$ cat src/hdl/affine_quantize_dequantize_macros.svh
// Assertion macros for the affine quantize and dequantize block.
// Needs clk and rst_n in the scope of each use; no other dependencies.
`ifndef AFFINE_QUANTIZE_DEQUANTIZE_MACROS_SVH
`define AFFINE_QUANTIZE_DEQUANTIZE_MACROS_SVH
`ifndef SYNTHESIS
`define AQD_ASSERT_NOW(label, ante, cons) \
  label: assert property (@(posedge clk) disable iff (!rst_n) (ante) |-> (cons)) \
    else $error("assertion failed");
`define AQD_ASSERT_NEXT(label, ante, cons) \
  label: assert property (@(posedge clk) disable iff (!rst_n) (ante) |=> (cons)) \
    else $error("assertion failed");
`else
`define AQD_ASSERT_NOW(label, ante, cons)
`define AQD_ASSERT_NEXT(label, ante, cons)
`endif
`endif

$ cat src/hdl/aqd_pkg.sv
// Shared types and constants of the affine quantize and dequantize block.
// No dependencies.
`timescale 1ns / 1ps
package aqd_pkg;

  typedef struct packed {
    logic [31:0] data_in;
    logic        last_in;
  } in_word_t;

  typedef struct packed {
    logic [31:0] result_bits;
    logic        scale_error;
    logic        was_clamped;
    logic        last_out;
  } out_word_t;

  // Per-word control that travels down the pipeline with the data.
  typedef struct packed {
    logic dq;
    logic wide;
    logic err;
    logic last;
  } ctl_t;

  localparam logic [1:0] MODE_Q8  = 2'd0;
  localparam logic [1:0] MODE_Q16 = 2'd1;
  localparam logic [1:0] MODE_DQ  = 2'd2;

  localparam logic [1:0] REG_MODE  = 2'd0;
  localparam logic [1:0] REG_SCALE = 2'd1;
  localparam logic [1:0] REG_RECIP = 2'd2;
  localparam logic [1:0] REG_ZERO  = 2'd3;

  localparam logic [31:0] FP_ONE  = 32'h3F80_0000;
  localparam logic [31:0] FP_QNAN = 32'h7FC0_0000;

  localparam logic signed [32:0] Q8_LO  = -33'sd128;
  localparam logic signed [32:0] Q8_HI  = 33'sd127;
  localparam logic signed [32:0] Q16_LO = -33'sd32768;
  localparam logic signed [32:0] Q16_HI = 33'sd32767;

  localparam logic signed [31:0] INT32_MAX = 32'sh7FFF_FFFF;
  localparam logic signed [31:0] INT32_MIN = 32'sh8000_0000;

endpackage

$ cat src/hdl/affine_quantize_dequantize.sv
// Affine quantize / dequantize: a word accepted at one rising edge passes through six
// register stages (five pipeline stages and the output register) to out_valid; throughput
// is one word per cycle while out_stall is low. Stalls back up stage by stage, so
// bubbles are squeezed out. rst_n is synchronous and active low; it empties the pipeline
// and loads the register defaults (mode int8, scale and reciprocal 1.0, zero point 0).
// Depends on aqd_pkg and affine_quantize_dequantize_macros.svh.
`timescale 1ns / 1ps
`include "affine_quantize_dequantize_macros.svh"
module affine_quantize_dequantize (
  input  logic               clk,
  input  logic               rst_n,
  input  logic               in_valid,
  output logic               in_stall,
  input  aqd_pkg::in_word_t  in_data,
  output logic               out_valid,
  input  logic               out_stall,
  output aqd_pkg::out_word_t out_data,
  input  logic               psel,
  input  logic               penable,
  input  logic               pwrite,
  input  logic [3:0]         paddr,
  input  logic [31:0]        pwdata,
  output logic [31:0]        prdata,
  output logic               pready
);

  // Leading zero counts used by the int-to-float and normalize steps.
  function automatic logic [3:0] lzc16(input logic [15:0] v);
    logic [3:0] n;
    logic       f;
    n = '0;
    f = 1'b0;
    for (int i = 15; i >= 0; i--) begin
      if (!f) begin
        if (v[i]) f = 1'b1;
        else n = n + 4'd1;
      end
    end
    return n;
  endfunction

  function automatic logic [5:0] lzc48(input logic [47:0] v);
    logic [5:0] n;
    logic       f;
    n = '0;
    f = 1'b0;
    for (int i = 47; i >= 0; i--) begin
      if (!f) begin
        if (v[i]) f = 1'b1;
        else n = n + 6'd1;
      end
    end
    return n;
  endfunction

  // ---------------------------------------------------------------------------
  // Configuration registers. Writes complete in the APB access cycle; the port never
  // waits. Software must only write them while the pipeline is empty; the block does not enforce it.
  // ---------------------------------------------------------------------------
  logic [1:0]         conv_mode_r;
  logic [31:0]        scale_r;
  logic [31:0]        recip_r;
  logic signed [15:0] zp_r;
  logic               cfg_wr;

  assign pready = 1'b1;
  assign cfg_wr = psel & penable & pwrite;

  always_ff @(posedge clk) begin
    if (!rst_n) begin
      conv_mode_r <= aqd_pkg::MODE_Q8;
      scale_r     <= aqd_pkg::FP_ONE;
      recip_r     <= aqd_pkg::FP_ONE;
      zp_r        <= '0;
    end else if (cfg_wr) begin
      case (paddr[3:2])
        aqd_pkg::REG_MODE:  conv_mode_r <= pwdata[1:0];
        aqd_pkg::REG_SCALE: scale_r     <= pwdata;
        aqd_pkg::REG_RECIP: recip_r     <= pwdata;
        aqd_pkg::REG_ZERO:  zp_r        <= pwdata[15:0];
        default: ;
      endcase
    end
  end

  always_comb begin
    case (paddr[3:2])
      aqd_pkg::REG_MODE:  prdata = {30'b0, conv_mode_r};
      aqd_pkg::REG_SCALE: prdata = scale_r;
      aqd_pkg::REG_RECIP: prdata = recip_r;
      aqd_pkg::REG_ZERO:  prdata = {16'b0, zp_r};
      default:            prdata = '0;
    endcase
  end

  // ---------------------------------------------------------------------------
  // Flow control. Each stage moves when it is empty or the stage after it moves,
  // so a stall only holds the words that actually have nowhere to go.
  // ---------------------------------------------------------------------------
  logic v1_r, v2_r, v3_r, v4_r, v5_r, out_valid_r;
  logic adv1, adv2, adv3, adv4, adv5, adv6;

  assign adv6     = !out_valid_r || !out_stall;
  assign adv5     = !v5_r || adv6;
  assign adv4     = !v4_r || adv5;
  assign adv3     = !v3_r || adv4;
  assign adv2     = !v2_r || adv3;
  assign adv1     = !v1_r || adv2;
  assign in_stall = !adv1;

  always_ff @(posedge clk) begin
    if (!rst_n) begin
      v1_r        <= 1'b0;
      v2_r        <= 1'b0;
      v3_r        <= 1'b0;
      v4_r        <= 1'b0;
      v5_r        <= 1'b0;
      out_valid_r <= 1'b0;
    end else begin
      if (adv1) v1_r <= in_valid;
      if (adv2) v2_r <= v1_r;
      if (adv3) v3_r <= v2_r;
      if (adv4) v4_r <= v3_r;
      if (adv5) v5_r <= v4_r;
      if (adv6) out_valid_r <= v5_r;
    end
  end

  // ---------------------------------------------------------------------------
  // Stage 1: pick the multiplier operands. Quantizing multiplies the input
  // (a NaN input becomes +0) by the reciprocal. Dequantizing multiplies the
  // scale by q minus the zero offset, which is an exact integer turned into a
  // float here.
  // ---------------------------------------------------------------------------
  logic [7:0]         s1_q;
  logic signed [16:0] s1_diff;
  logic [16:0]        s1_neg;
  logic [15:0]        s1_mag;
  logic [3:0]         s1_lz;
  logic [15:0]        s1_magn;
  logic [7:0]         s1_dexp;
  logic [31:0]        s1_dfl;
  logic [31:0]        s1_x;
  logic               s1_le0;
  aqd_pkg::ctl_t      s1_ctl_nxt;
  logic [31:0]        s1_a_nxt, s1_b_nxt;
  logic [31:0]        s1_a_r, s1_b_r;
  aqd_pkg::ctl_t      s1_ctl_r;

  always_comb begin
    s1_q    = in_data.data_in[7:0];
    s1_diff = $signed({{9{s1_q[7]}}, s1_q}) - $signed({zp_r[15], zp_r});
    s1_neg  = 17'd0 - s1_diff;
    s1_mag  = s1_diff[16] ? s1_neg[15:0] : s1_diff[15:0];
    s1_lz   = lzc16(s1_mag);
    s1_magn = s1_mag << s1_lz;
    s1_dexp = 8'd142 - {4'b0, s1_lz};
    s1_dfl  = (s1_mag == 16'd0) ? 32'd0 : {s1_diff[16], s1_dexp, s1_magn[14:0], 8'b0};

    if (in_data.data_in[30:23] == 8'hFF && in_data.data_in[22:0] != 23'd0) s1_x = '0;
    else s1_x = in_data.data_in;

    // Scale <= 0 covers both zeros and every negative value except NaN.
    s1_le0 = (scale_r[30:0] == 31'd0) ||
             (scale_r[31] && !(scale_r[30:23] == 8'hFF && scale_r[22:0] != 23'd0));

    s1_ctl_nxt.dq   = conv_mode_r[1];
    s1_ctl_nxt.wide = (conv_mode_r == aqd_pkg::MODE_Q16);
    s1_ctl_nxt.err  = !conv_mode_r[1] && s1_le0;
    s1_ctl_nxt.last = in_data.last_in;

    s1_a_nxt = conv_mode_r[1] ? scale_r : s1_x;
    s1_b_nxt = conv_mode_r[1] ? s1_dfl  : recip_r;
  end

  always_ff @(posedge clk) begin
    if (adv1) begin
      s1_a_r   <= s1_a_nxt;
      s1_b_r   <= s1_b_nxt;
      s1_ctl_r <= s1_ctl_nxt;
    end
  end

  // ---------------------------------------------------------------------------
  // Stage 2: unpack both operands and multiply the significands.
  // ---------------------------------------------------------------------------
  logic [7:0]    s2_ea, s2_eb;
  logic [23:0]   s2_ma, s2_mb;
  logic          s2_an, s2_bn, s2_ai, s2_bi, s2_az, s2_bz;
  logic [47:0]   s2_p_nxt, s2_p_r;
  logic [8:0]    s2_es_nxt, s2_es_r;
  logic          s2_sign_r, s2_nan_r, s2_inf_r, s2_zero_r;
  aqd_pkg::ctl_t s2_ctl_r;

  always_comb begin
    s2_ea = (s1_a_r[30:23] == 8'd0) ? 8'd1 : s1_a_r[30:23];
    s2_eb = (s1_b_r[30:23] == 8'd0) ? 8'd1 : s1_b_r[30:23];
    s2_ma = {|s1_a_r[30:23], s1_a_r[22:0]};
    s2_mb = {|s1_b_r[30:23], s1_b_r[22:0]};
    s2_an = (s1_a_r[30:23] == 8'hFF) && (s1_a_r[22:0] != 23'd0);
    s2_bn = (s1_b_r[30:23] == 8'hFF) && (s1_b_r[22:0] != 23'd0);
    s2_ai = (s1_a_r[30:23] == 8'hFF) && (s1_a_r[22:0] == 23'd0);
    s2_bi = (s1_b_r[30:23] == 8'hFF) && (s1_b_r[22:0] == 23'd0);
    s2_az = (s1_a_r[30:0] == 31'd0);
    s2_bz = (s1_b_r[30:0] == 31'd0);
    s2_p_nxt  = s2_ma * s2_mb;
    s2_es_nxt = {1'b0, s2_ea} + {1'b0, s2_eb};
  end

  always_ff @(posedge clk) begin
    if (adv2) begin
      s2_p_r    <= s2_p_nxt;
      s2_es_r   <= s2_es_nxt;
      s2_sign_r <= s1_a_r[31] ^ s1_b_r[31];
      s2_nan_r  <= s2_an | s2_bn | (s2_ai & s2_bz) | (s2_az & s2_bi);
      s2_inf_r  <= s2_ai | s2_bi;
      s2_zero_r <= s2_az | s2_bz;
      s2_ctl_r  <= s1_ctl_r;
    end
  end

  // ---------------------------------------------------------------------------
  // Stage 3: normalize the product so its leading one sits in bit 47.
  // ---------------------------------------------------------------------------
  logic [5:0]         s3_lz;
  logic [47:0]        s3_n_nxt, s3_n_r;
  logic signed [10:0] s3_e_nxt, s3_e_r;
  logic               s3_sign_r, s3_nan_r, s3_inf_r, s3_zero_r;
  aqd_pkg::ctl_t      s3_ctl_r;

  always_comb begin
    s3_lz    = lzc48(s2_p_r);
    s3_n_nxt = s2_p_r << s3_lz;
    s3_e_nxt = $signed({2'b00, s2_es_r}) - 11'sd126 - $signed({5'b0, s3_lz});
  end

  always_ff @(posedge clk) begin
    if (adv3) begin
      s3_n_r    <= s3_n_nxt;
      s3_e_r    <= s3_e_nxt;
      s3_sign_r <= s2_sign_r;
      s3_nan_r  <= s2_nan_r;
      s3_inf_r  <= s2_inf_r;
      s3_zero_r <= s2_zero_r;
      s3_ctl_r  <= s2_ctl_r;
    end
  end

  // ---------------------------------------------------------------------------
  // Stage 4: denormalize tiny results, round to nearest even and pack. A carry
  // out of the rounding walks into the exponent, which also produces infinity.
  // ---------------------------------------------------------------------------
  logic [10:0]   s4_rs;
  logic [47:0]   s4_sh;
  logic          s4_ext, s4_sub, s4_ovf, s4_rup;
  logic [7:0]    s4_expf;
  logic [30:0]   s4_mag;
  logic [31:0]   s4_pf_nxt, s4_pf_r;
  aqd_pkg::ctl_t s4_ctl_r;

  always_comb begin
    s4_sub = (s3_e_r < 11'sd1);
    s4_ovf = (s3_e_r > 11'sd254);
    s4_rs  = 11'sd1 - s3_e_r;
    if (!s4_sub) begin
      s4_sh  = s3_n_r;
      s4_ext = 1'b0;
    end else if (s4_rs >= 11'd48) begin
      s4_sh  = '0;
      s4_ext = |s3_n_r;
    end else begin
      s4_sh  = s3_n_r >> s4_rs[5:0];
      s4_ext = |(s3_n_r & ~({48{1'b1}} << s4_rs[5:0]));
    end
    s4_expf = s4_sub ? 8'd0 : s3_e_r[7:0];
    s4_rup  = s4_sh[23] & ((|s4_sh[22:0]) | s4_ext | s4_sh[24]);
    s4_mag  = {s4_expf, s4_sh[46:24]} + {30'd0, s4_rup};

    if (s3_nan_r) s4_pf_nxt = aqd_pkg::FP_QNAN;
    else if (s3_inf_r || (s4_ovf && !s3_zero_r)) s4_pf_nxt = {s3_sign_r, 8'hFF, 23'd0};
    else if (s3_zero_r) s4_pf_nxt = {s3_sign_r, 31'd0};
    else s4_pf_nxt = {s3_sign_r, s4_mag};
  end

  always_ff @(posedge clk) begin
    if (adv4) begin
      s4_pf_r  <= s4_pf_nxt;
      s4_ctl_r <= s3_ctl_r;
    end
  end

  // ---------------------------------------------------------------------------
  // Stage 5: float product to int32, rounding half away from zero and
  // saturating. A NaN product gives zero.
  // ---------------------------------------------------------------------------
  logic [7:0]         s5_fe, s5_lsh, s5_k;
  logic [23:0]        s5_sig;
  logic [31:0]        s5_mag;
  logic               s5_nan;
  logic signed [31:0] s5_t_nxt, s5_t_r;
  logic [31:0]        s5_pf_r;
  aqd_pkg::ctl_t      s5_ctl_r;

  always_comb begin
    s5_fe  = s4_pf_r[30:23];
    s5_sig = {1'b1, s4_pf_r[22:0]};
    s5_nan = (s5_fe == 8'hFF) && (s4_pf_r[22:0] != 23'd0);
    s5_lsh = s5_fe - 8'd150;
    s5_k   = 8'd150 - s5_fe;
    s5_mag = '0;
    if (s5_nan || s5_fe < 8'd126) begin
      s5_t_nxt = '0;
    end else if (s5_fe >= 8'd158) begin
      s5_t_nxt = s4_pf_r[31] ? aqd_pkg::INT32_MIN : aqd_pkg::INT32_MAX;
    end else begin
      if (s5_fe >= 8'd150) s5_mag = {8'd0, s5_sig} << s5_lsh[2:0];
      else s5_mag = ({8'd0, s5_sig} >> s5_k[4:0]) + {31'd0, s5_sig[s5_k[4:0] - 5'd1]};
      s5_t_nxt = s4_pf_r[31] ? $signed(32'd0 - s5_mag) : $signed(s5_mag);
    end
  end

  always_ff @(posedge clk) begin
    if (adv5) begin
      s5_t_r   <= s5_t_nxt;
      s5_pf_r  <= s4_pf_r;
      s5_ctl_r <= s4_ctl_r;
    end
  end

  // ---------------------------------------------------------------------------
  // Stage 6: add the zero point at full width, clamp to the target range and
  // choose the result word. This is the output register.
  // ---------------------------------------------------------------------------
  logic signed [32:0] s6_sum, s6_lo, s6_hi, s6_cl;
  logic               s6_clamp;
  aqd_pkg::out_word_t s6_out_nxt, out_data_r;

  always_comb begin
    s6_sum   = $signed({s5_t_r[31], s5_t_r}) + $signed({{17{zp_r[15]}}, zp_r});
    s6_lo    = s5_ctl_r.wide ? aqd_pkg::Q16_LO : aqd_pkg::Q8_LO;
    s6_hi    = s5_ctl_r.wide ? aqd_pkg::Q16_HI : aqd_pkg::Q8_HI;
    s6_clamp = 1'b0;
    s6_cl    = s6_sum;
    if (s6_sum < s6_lo) begin
      s6_cl    = s6_lo;
      s6_clamp = 1'b1;
    end else if (s6_sum > s6_hi) begin
      s6_cl    = s6_hi;
      s6_clamp = 1'b1;
    end
    s6_out_nxt.last_out = s5_ctl_r.last;
    if (s5_ctl_r.dq) begin
      s6_out_nxt.result_bits = s5_pf_r;
      s6_out_nxt.scale_error = 1'b0;
      s6_out_nxt.was_clamped = 1'b0;
    end else if (s5_ctl_r.err) begin
      s6_out_nxt.result_bits = '0;
      s6_out_nxt.scale_error = 1'b1;
      s6_out_nxt.was_clamped = 1'b0;
    end else begin
      s6_out_nxt.result_bits = s6_cl[31:0];
      s6_out_nxt.scale_error = 1'b0;
      s6_out_nxt.was_clamped = s6_clamp;
    end
  end

  always_ff @(posedge clk) begin
    if (adv6) out_data_r <= s6_out_nxt;
  end

  assign out_valid = out_valid_r;
  assign out_data  = out_data_r;

  // ---------------------------------------------------------------------------
  // Assertions.
  // ---------------------------------------------------------------------------
  `AQD_ASSERT_NOW(a_err_gives_zero, out_valid && out_data.scale_error, out_data.result_bits == 32'd0 && !out_data.was_clamped)
  `AQD_ASSERT_NEXT(a_accept_fills_stage1, in_valid && !in_stall, v1_r)
  `AQD_ASSERT_NOW(a_stall_only_when_full, in_stall, v1_r && v2_r && v3_r && v4_r && v5_r && out_valid_r)

endmodule
$ cat config.mk
export PLATFORM = sky130hd
export DESIGN_NAME = affine_quantize_dequantize
export DESIGN_NICKNAME = d
export VERILOG_FILES = /design/src/hdl/aqd_pkg.sv /design/src/hdl/affine_quantize_dequantize.sv
export VERILOG_INCLUDE_DIRS = /design/src /design/src/hdl
export SDC_FILE = /design/constraint.sdc
export NUM_CORES = 2
export LEC_CHECK = 0
export ABC_AREA = 0
export BUFFER_PORTS_ARGS = -buffer_cell sky130_fd_sc_hd__buf_2
export CORE_ASPECT_RATIO = 0.9
export CORE_UTILIZATION = 65
export DETAILED_ROUTE_END_ITERATION = 12
export PLACE_DENSITY = 0.83
export SLEW_MARGIN = 20
export SYNTH_ARGS = -nofsm -noshare
export SYNTH_HDL_FRONTEND = slang
export SYNTH_SLANG_ARGS = --single-unit
export TNS_END_PERCENT = 10
$ cat constraint.sdc
create_clock -name clk -period 64.1 [get_ports clk]
set_input_delay 3.205 -clock clk [delete_from_list [all_inputs] [get_ports clk]]
set_output_delay 3.205 -clock clk [all_outputs]
set_load 0.02 [all_outputs]
# After elaboration in Yosys (flattened, before gate mapping)
# Cells that the tools add are included.
# W data, S select, Z words.
[totals] in_bits=76 output_inout_bits=70 wordCells=504 regBits=427
[op_classes] n_eq_ne=9 n_addsub=76 n_mul=1 shifts=6 mux=279 n_reduce_logical=56 magnitude_cmp=9 bitwise_logic=15
[op_table] cell="$mux W6" n=94
[op_table] cell="$mux W32" n=12
[op_table] cell="$add A6 B1 Y6 const B" n=47
[op_table] cell="$mux W1" n=129
[op_table] cell="$pmux W32 S4" n=1
[op_table] cell="$mux W4" n=30
[op_table] cell="$reduce_bool A23 Y1" n=5
[op_table] cell="$reduce_or A48 Y1" n=2
[op_table] cell="$mux W47" n=2
[op_table] cell="$logic_not A31 Y1" n=3
[op_table] cell="$mux W34" n=2
[op_table] cell="$add A4 B1 Y4 const B" n=15
[op_table] cell="$and A48 B48 Y48" n=1
[op_table] cell="$mul A24 B24 Y48" n=1
[op_table] cell="$not A48 Y48" n=1
[op_table] cell="$shl A48 B6 Y48" n=1
[op_table] cell="$shl A48 B6 Y48 const A" n=1
[op_table] cell="$shr A48 B6 Y47" n=1
[op_table] cell="$logic_not A23 Y1" n=2
[op_table] cell="$eq A8 B8 Y1 const B" n=5
[op_table] cell="$add A32 B16 Y33" n=1
[op_table] cell="$gt A33 B16 Y1" n=1
[op_table] cell="$lt A33 B16 Y1" n=1
[op_table] cell="$add A32 B1 Y32" n=1
[op_table] cell="other kinds (43)" n=92

# Logic depth before layout (Yosys ltp)
[depth] depth_word=143 mapped_depth=162

# Least setup slack after synthesis
# Ideal clock, no wire load.
[synth_path] kind="flip-flop to flip-flop" startpoint="register s2_p_r[45]" endpoint="register s3_e_r[8] (data pin)" arrival_time_ns=29.484 setup_slack_ns=34.350 required_ns=63.835 n_path_buf=3 setup_ns=0.265 stages_incl_launch_ff=163 period_less_slack_ns=29.750 path_cell_list="edfxtp_1 -> clkbuf_1 -> a21o_1 -> inv_1 -> ha_1 -> nor3_1 -> nor3_1 -> ha_1 -> or4_1 -> nand2_1 -> a21oi_1 -> ha_1 -> nand2_1 -> nand2_1 -> ha_1 -> nand2b_1 -> a31oi_1 -> ha_1 -> [127 not listed] -> mux2i_1 -> o21ai_1 -> ha_1 -> nand2_1 -> xnor2_1 -> inv_2 -> buf_2 -> buf_2 -> ha_1 -> nor2b_1 -> o21ai_0 -> nand2b_1 -> a21o_1 -> a21o_1 -> o31ai_1 -> o21ai_0 -> o21ai_0 -> xor2_1"
[synth_between] elab_chain_len=138
[synth_rtl] element="start, declared" line_no="affine_quantize_dequantize.sv:190" text="logic [47:0] s2_p_nxt, s2_p_r;"
[synth_rtl] element="start signal, assigned" line_no="affine_quantize_dequantize.sv:212" text="s2_p_r <= s2_p_nxt;"
[synth_rtl] element="$mux W6" line_no="affine_quantize_dequantize.sv:49" text="if (v[i]) f = 1'b1;"
[synth_rtl] element="$mux W6" line_no="affine_quantize_dequantize.sv:48" text="if (!f) begin"
[synth_rtl] element="$add A6 B1 Y6" line_no="affine_quantize_dequantize.sv:50" text="else n = n + 6'd1;"
[synth_rtl] element="$mux W6" line_no="affine_quantize_dequantize.sv:49"
[synth_rtl] element="$mux W6" line_no="affine_quantize_dequantize.sv:48"
[synth_rtl] element="$add A6 B1 Y6" line_no="affine_quantize_dequantize.sv:50"
[synth_rtl] element="$mux W6" line_no="affine_quantize_dequantize.sv:49"
[synth_rtl] element="$mux W6" line_no="affine_quantize_dequantize.sv:48"
[synth_rtl] element="[123 not listed]"
[synth_rtl] element="$add A6 B1 Y6" line_no="affine_quantize_dequantize.sv:50"
[synth_rtl] element="$mux W6" line_no="affine_quantize_dequantize.sv:49"
[synth_rtl] element="$mux W6" line_no="affine_quantize_dequantize.sv:48"
[synth_rtl] element="$add A6 B1 Y6" line_no="affine_quantize_dequantize.sv:50"
[synth_rtl] element="$mux W6" line_no="affine_quantize_dequantize.sv:49"
[synth_rtl] element="$mux W6 (*)" line_no="affine_quantize_dequantize.sv:48"
[synth_rtl] element="$sub A10 B7 Y11 (*)" line_no="affine_quantize_dequantize.sv:234" text="s3_e_nxt = $signed({2'b00, s2_es_r}) - 11'sd126 - $signed({5'b0, s3_lz});"
[synth_rtl] element="net s3_e_nxt[8]" line_no="affine_quantize_dequantize.sv:227" text="logic signed [10:0] s3_e_nxt, s3_e_r;"
[synth_rtl] element="end signal, assigned" line_no="affine_quantize_dequantize.sv:240" text="s3_e_r <= s3_e_nxt;"
[synth_rtl] element="end, declared" line_no="affine_quantize_dequantize.sv:227"
# The timed path passes the listed nets; every way through them passes the cells marked *.
# A chain may end at the register's enable or synchronous reset.

# Worst setup path after layout
# Ends and elaborated chain as after synthesis.

==> flow_summary.toml <==
[detailed_routing]
wl_per_cell_um = 20.99
ant_nets = 0
drc = 0
firstDrtPassIters = 6
vias = 48320
drt_iter0_drc = 5335
routed_wirelength_um = 158000
viasPerCell = 6.417

[pwr]
seqPwrFrac = 0.273
switchingPower_uw = 817.1
peakVddDrop_v = 0.00003082
combinationalPowerShare = 0.566
p_clk_frac = 0.161
p_per_area_mw_per_mm2 = 29.33
p_int_uw = 895.6
p_leak_nw = 25.84
finalPower_mw = 1.713
sw_frac_of_total = 0.4771

[die]
die_h_um = 278.7
start_util = 0.6560
core_mm2 = 0.08429
design.die.area_mm2 = 0.08624
die-width_um = 309.4
row_count = 101
ios = 146

[finish]
fin_nets = 7250
fillers = 6625
regArea_mm2 = 0.01194
area_delta_synth_final_pct = 5.598
mostFrequentLayoutCell = "nand2_1"
final_cell_mix = "nand2_1, inv_1, fa_1"
final_layout_size_suffix_gt1_frac = 0.08194
multi_input_comb_area_mm2 = 0.03960

[cts]
cts-buffers-inserted = 45
cts_setup_buffers = 0
ctsHoldBuffers = 0
clk_path_buf_depth = 3
h-tree-depth = 2
cts-root-buf = "clkbuf_16"
clk_latency_ns = 0.63
cts_tree = "done"
cts.sinks = 427
path_clk_slew_ns = 0.07
cts_resized = 0

[global_routing]
gr-usage-all-layers = 0.3675
first_global_vias = 47190
antenna_found_initial = 1
grt_first_pass_wirelength_um = 252900
grt_max_degree = 89
gr-total-overflow = 0

[logic_synthesis]
synthTopCellsByArea = "edfxtp_1, fa_1, ha_1, nand2_1, inv_1"
synth_area_mm2 = 0.05530
yosysWarnings = 0
synth_edf_count = 339
async_reset_ff_frac = 0
syn_inst = 6432
syn_avg_cell_area_um2 = 8.597
synth_top_cell_by_area = "edfxtp_1"
yosysSeqAreaShare = 0.2160
yosysTopAreaCellShare = 0.1841
synth.distinct_cells = 106
ys.flop_type = "edfxtp_1"
synth_seq_cells = 427
syn_nets = 7323

[sta]
setup_violations = 0
period_needed_ns = 34.07
rsz0062_at_grt = "no"
fin_crit_sh = 0.5315
timing.fmax_mhz = 29.35
slew_viol_final = 0
tightest_slew_ns = 1.169
hold_viol_final = 0
maxSlewHeadroom = 0.2132
tns_ns = 0
clock_skew_ns = 0.04747

[critical_path]
cp.buffers_inverters = 6
critPathLaunchType = "flip-flop"
reg2reg_slack_ns = 30.03
critPathMaxFanout = 42
max_stage_delay_ns = 0.72
crit_arrival_ns = 34.41
crit_slowest_cell = "a2111oi_0"
cp_top_family = "adder cells"
worstPathRequired_ns = 64.44
worst_setup_path_end_kind = "flip-flop"
critical_path_class = "flip-flop to flip-flop"
cp_common_cell = "ha_1"

[placement]
dp_hpwl_um = 117200
place_congestion = 1.002
port-buffer-count = 142

[job]
cap_violations = 0

[status]
outcome = "finished, final reports clean"

[worst_hold_path]
hold_path.class = "flip-flop to flip-flop"
==> worst paths after layout <==
path	cells after the start	endpoint	from
max reg2reg	159	s3_e_r[8]	s2_p_r[45]
max	159	s3_e_r[8]	s2_p_r[45]
min	0	s5_ctl_r[0]	s4_ctl_r[0]
min reg2reg	0	s5_ctl_r[0]	s4_ctl_r[0]
==> routing by layer <==
metal  share of wire  wire [µm]  global-route usage  vias to the layer above
met2            0.45      71840              0.5760                     2664
li1                -          -                   -                    21800
met1            0.39      62130              0.5007                    23340
met4           0.043       6831              0.1456                        0
met3            0.11      17240             0.07264                      518
met5               0          0                   0                        -
==> layout make-up <==
class,instances,area share
Clock buffer,48,0.01984
Sequential cell,427,0.2045
Timing Repair Buffer,234,0.02400
Inverter,666,0.04281
Clock inverter,35,0.006278
Antenna cell,2,0.00008571
Tap cell,1133,0.02428
Multi-Input combinational cell,4985,0.6782
==> power by group through the flow <==
stage	registers [mW]	clock network (mW)	logic, mW
4_1_cts	0.461	0.277	0.946
5_1_grt	0.472	0.286	1.06
3_5_place_dp	0.466	0	0.937
3_3_place_gp	0.465	0	0.919
2_1_floorplan	0.431	0	0.714
6_report	0.467	0.275	0.970
==> stage by stage <==
stage                     cell area [µm²]  instances  hold WS, ns  utilization  setup slack, ns
after CTS                           58370       7528       0.3920       0.6925            30.07
after global placement              56840       7445       0.4007       0.6744            31.12
after global routing                58390       7528       0.4113       0.6927            27.63
final                               58390       7530       0.3995       0.6927            30.03
after detailed placement            56840       7445       0.4045       0.6744            30.30
after floorplan                     55300       6432       0.4003            -            34.35
==> cell usage after synthesis, drive strengths merged (39+ instances only) <==
master / n
a211oi: 48
a21boi: 82
a21oi: 320
a22o: 87
and2: 232
and3: 52
buf: 59
clkbuf: 295
dfxtp: 88
edfxtp: 339
fa: 486
ha: 329
inv: 663
mux2: 86
mux2i: 229
nand2: 990
nand2b: 39
nand3: 125
nand4: 48
nor2: 433
nor2b: 68
nor3: 129
nor4: 67
o21ai: 280
or3: 51
xnor2: 199
xor2: 85
==> sequential cells by signal, indices dropped and copies added, names as in the netlist, 32 cells and up <==
signal / flops
out_data: 35
recip_r: 32
s1_a_r: 32
s1_b_r: 32
s2_p_r: 48
s3_n_r: 48
s4_pf_r: 32
s5_pf_r: 32
s5_t_r: 32
scale_r: 32
==> cell families (layout without fill, tap and decap cells) <==
kind of cell | after synthesis | after routing | synth area share
flops | 427 | 427 | 0.2160
fa+ha+maj | 819 | 819 | 0.2511
mux | 345 | 345 | 0.07119
other cells | 1 | 3 | 0.00006782
buf+inv | 1020 | 983 | 0.07039
simple gates | 2341 | 2341 | 0.1985
xor+xnor | 295 | 295 | 0.05406
compound gates | 1184 | 1184 | 0.1387
(Power assumes the default switching activity.)
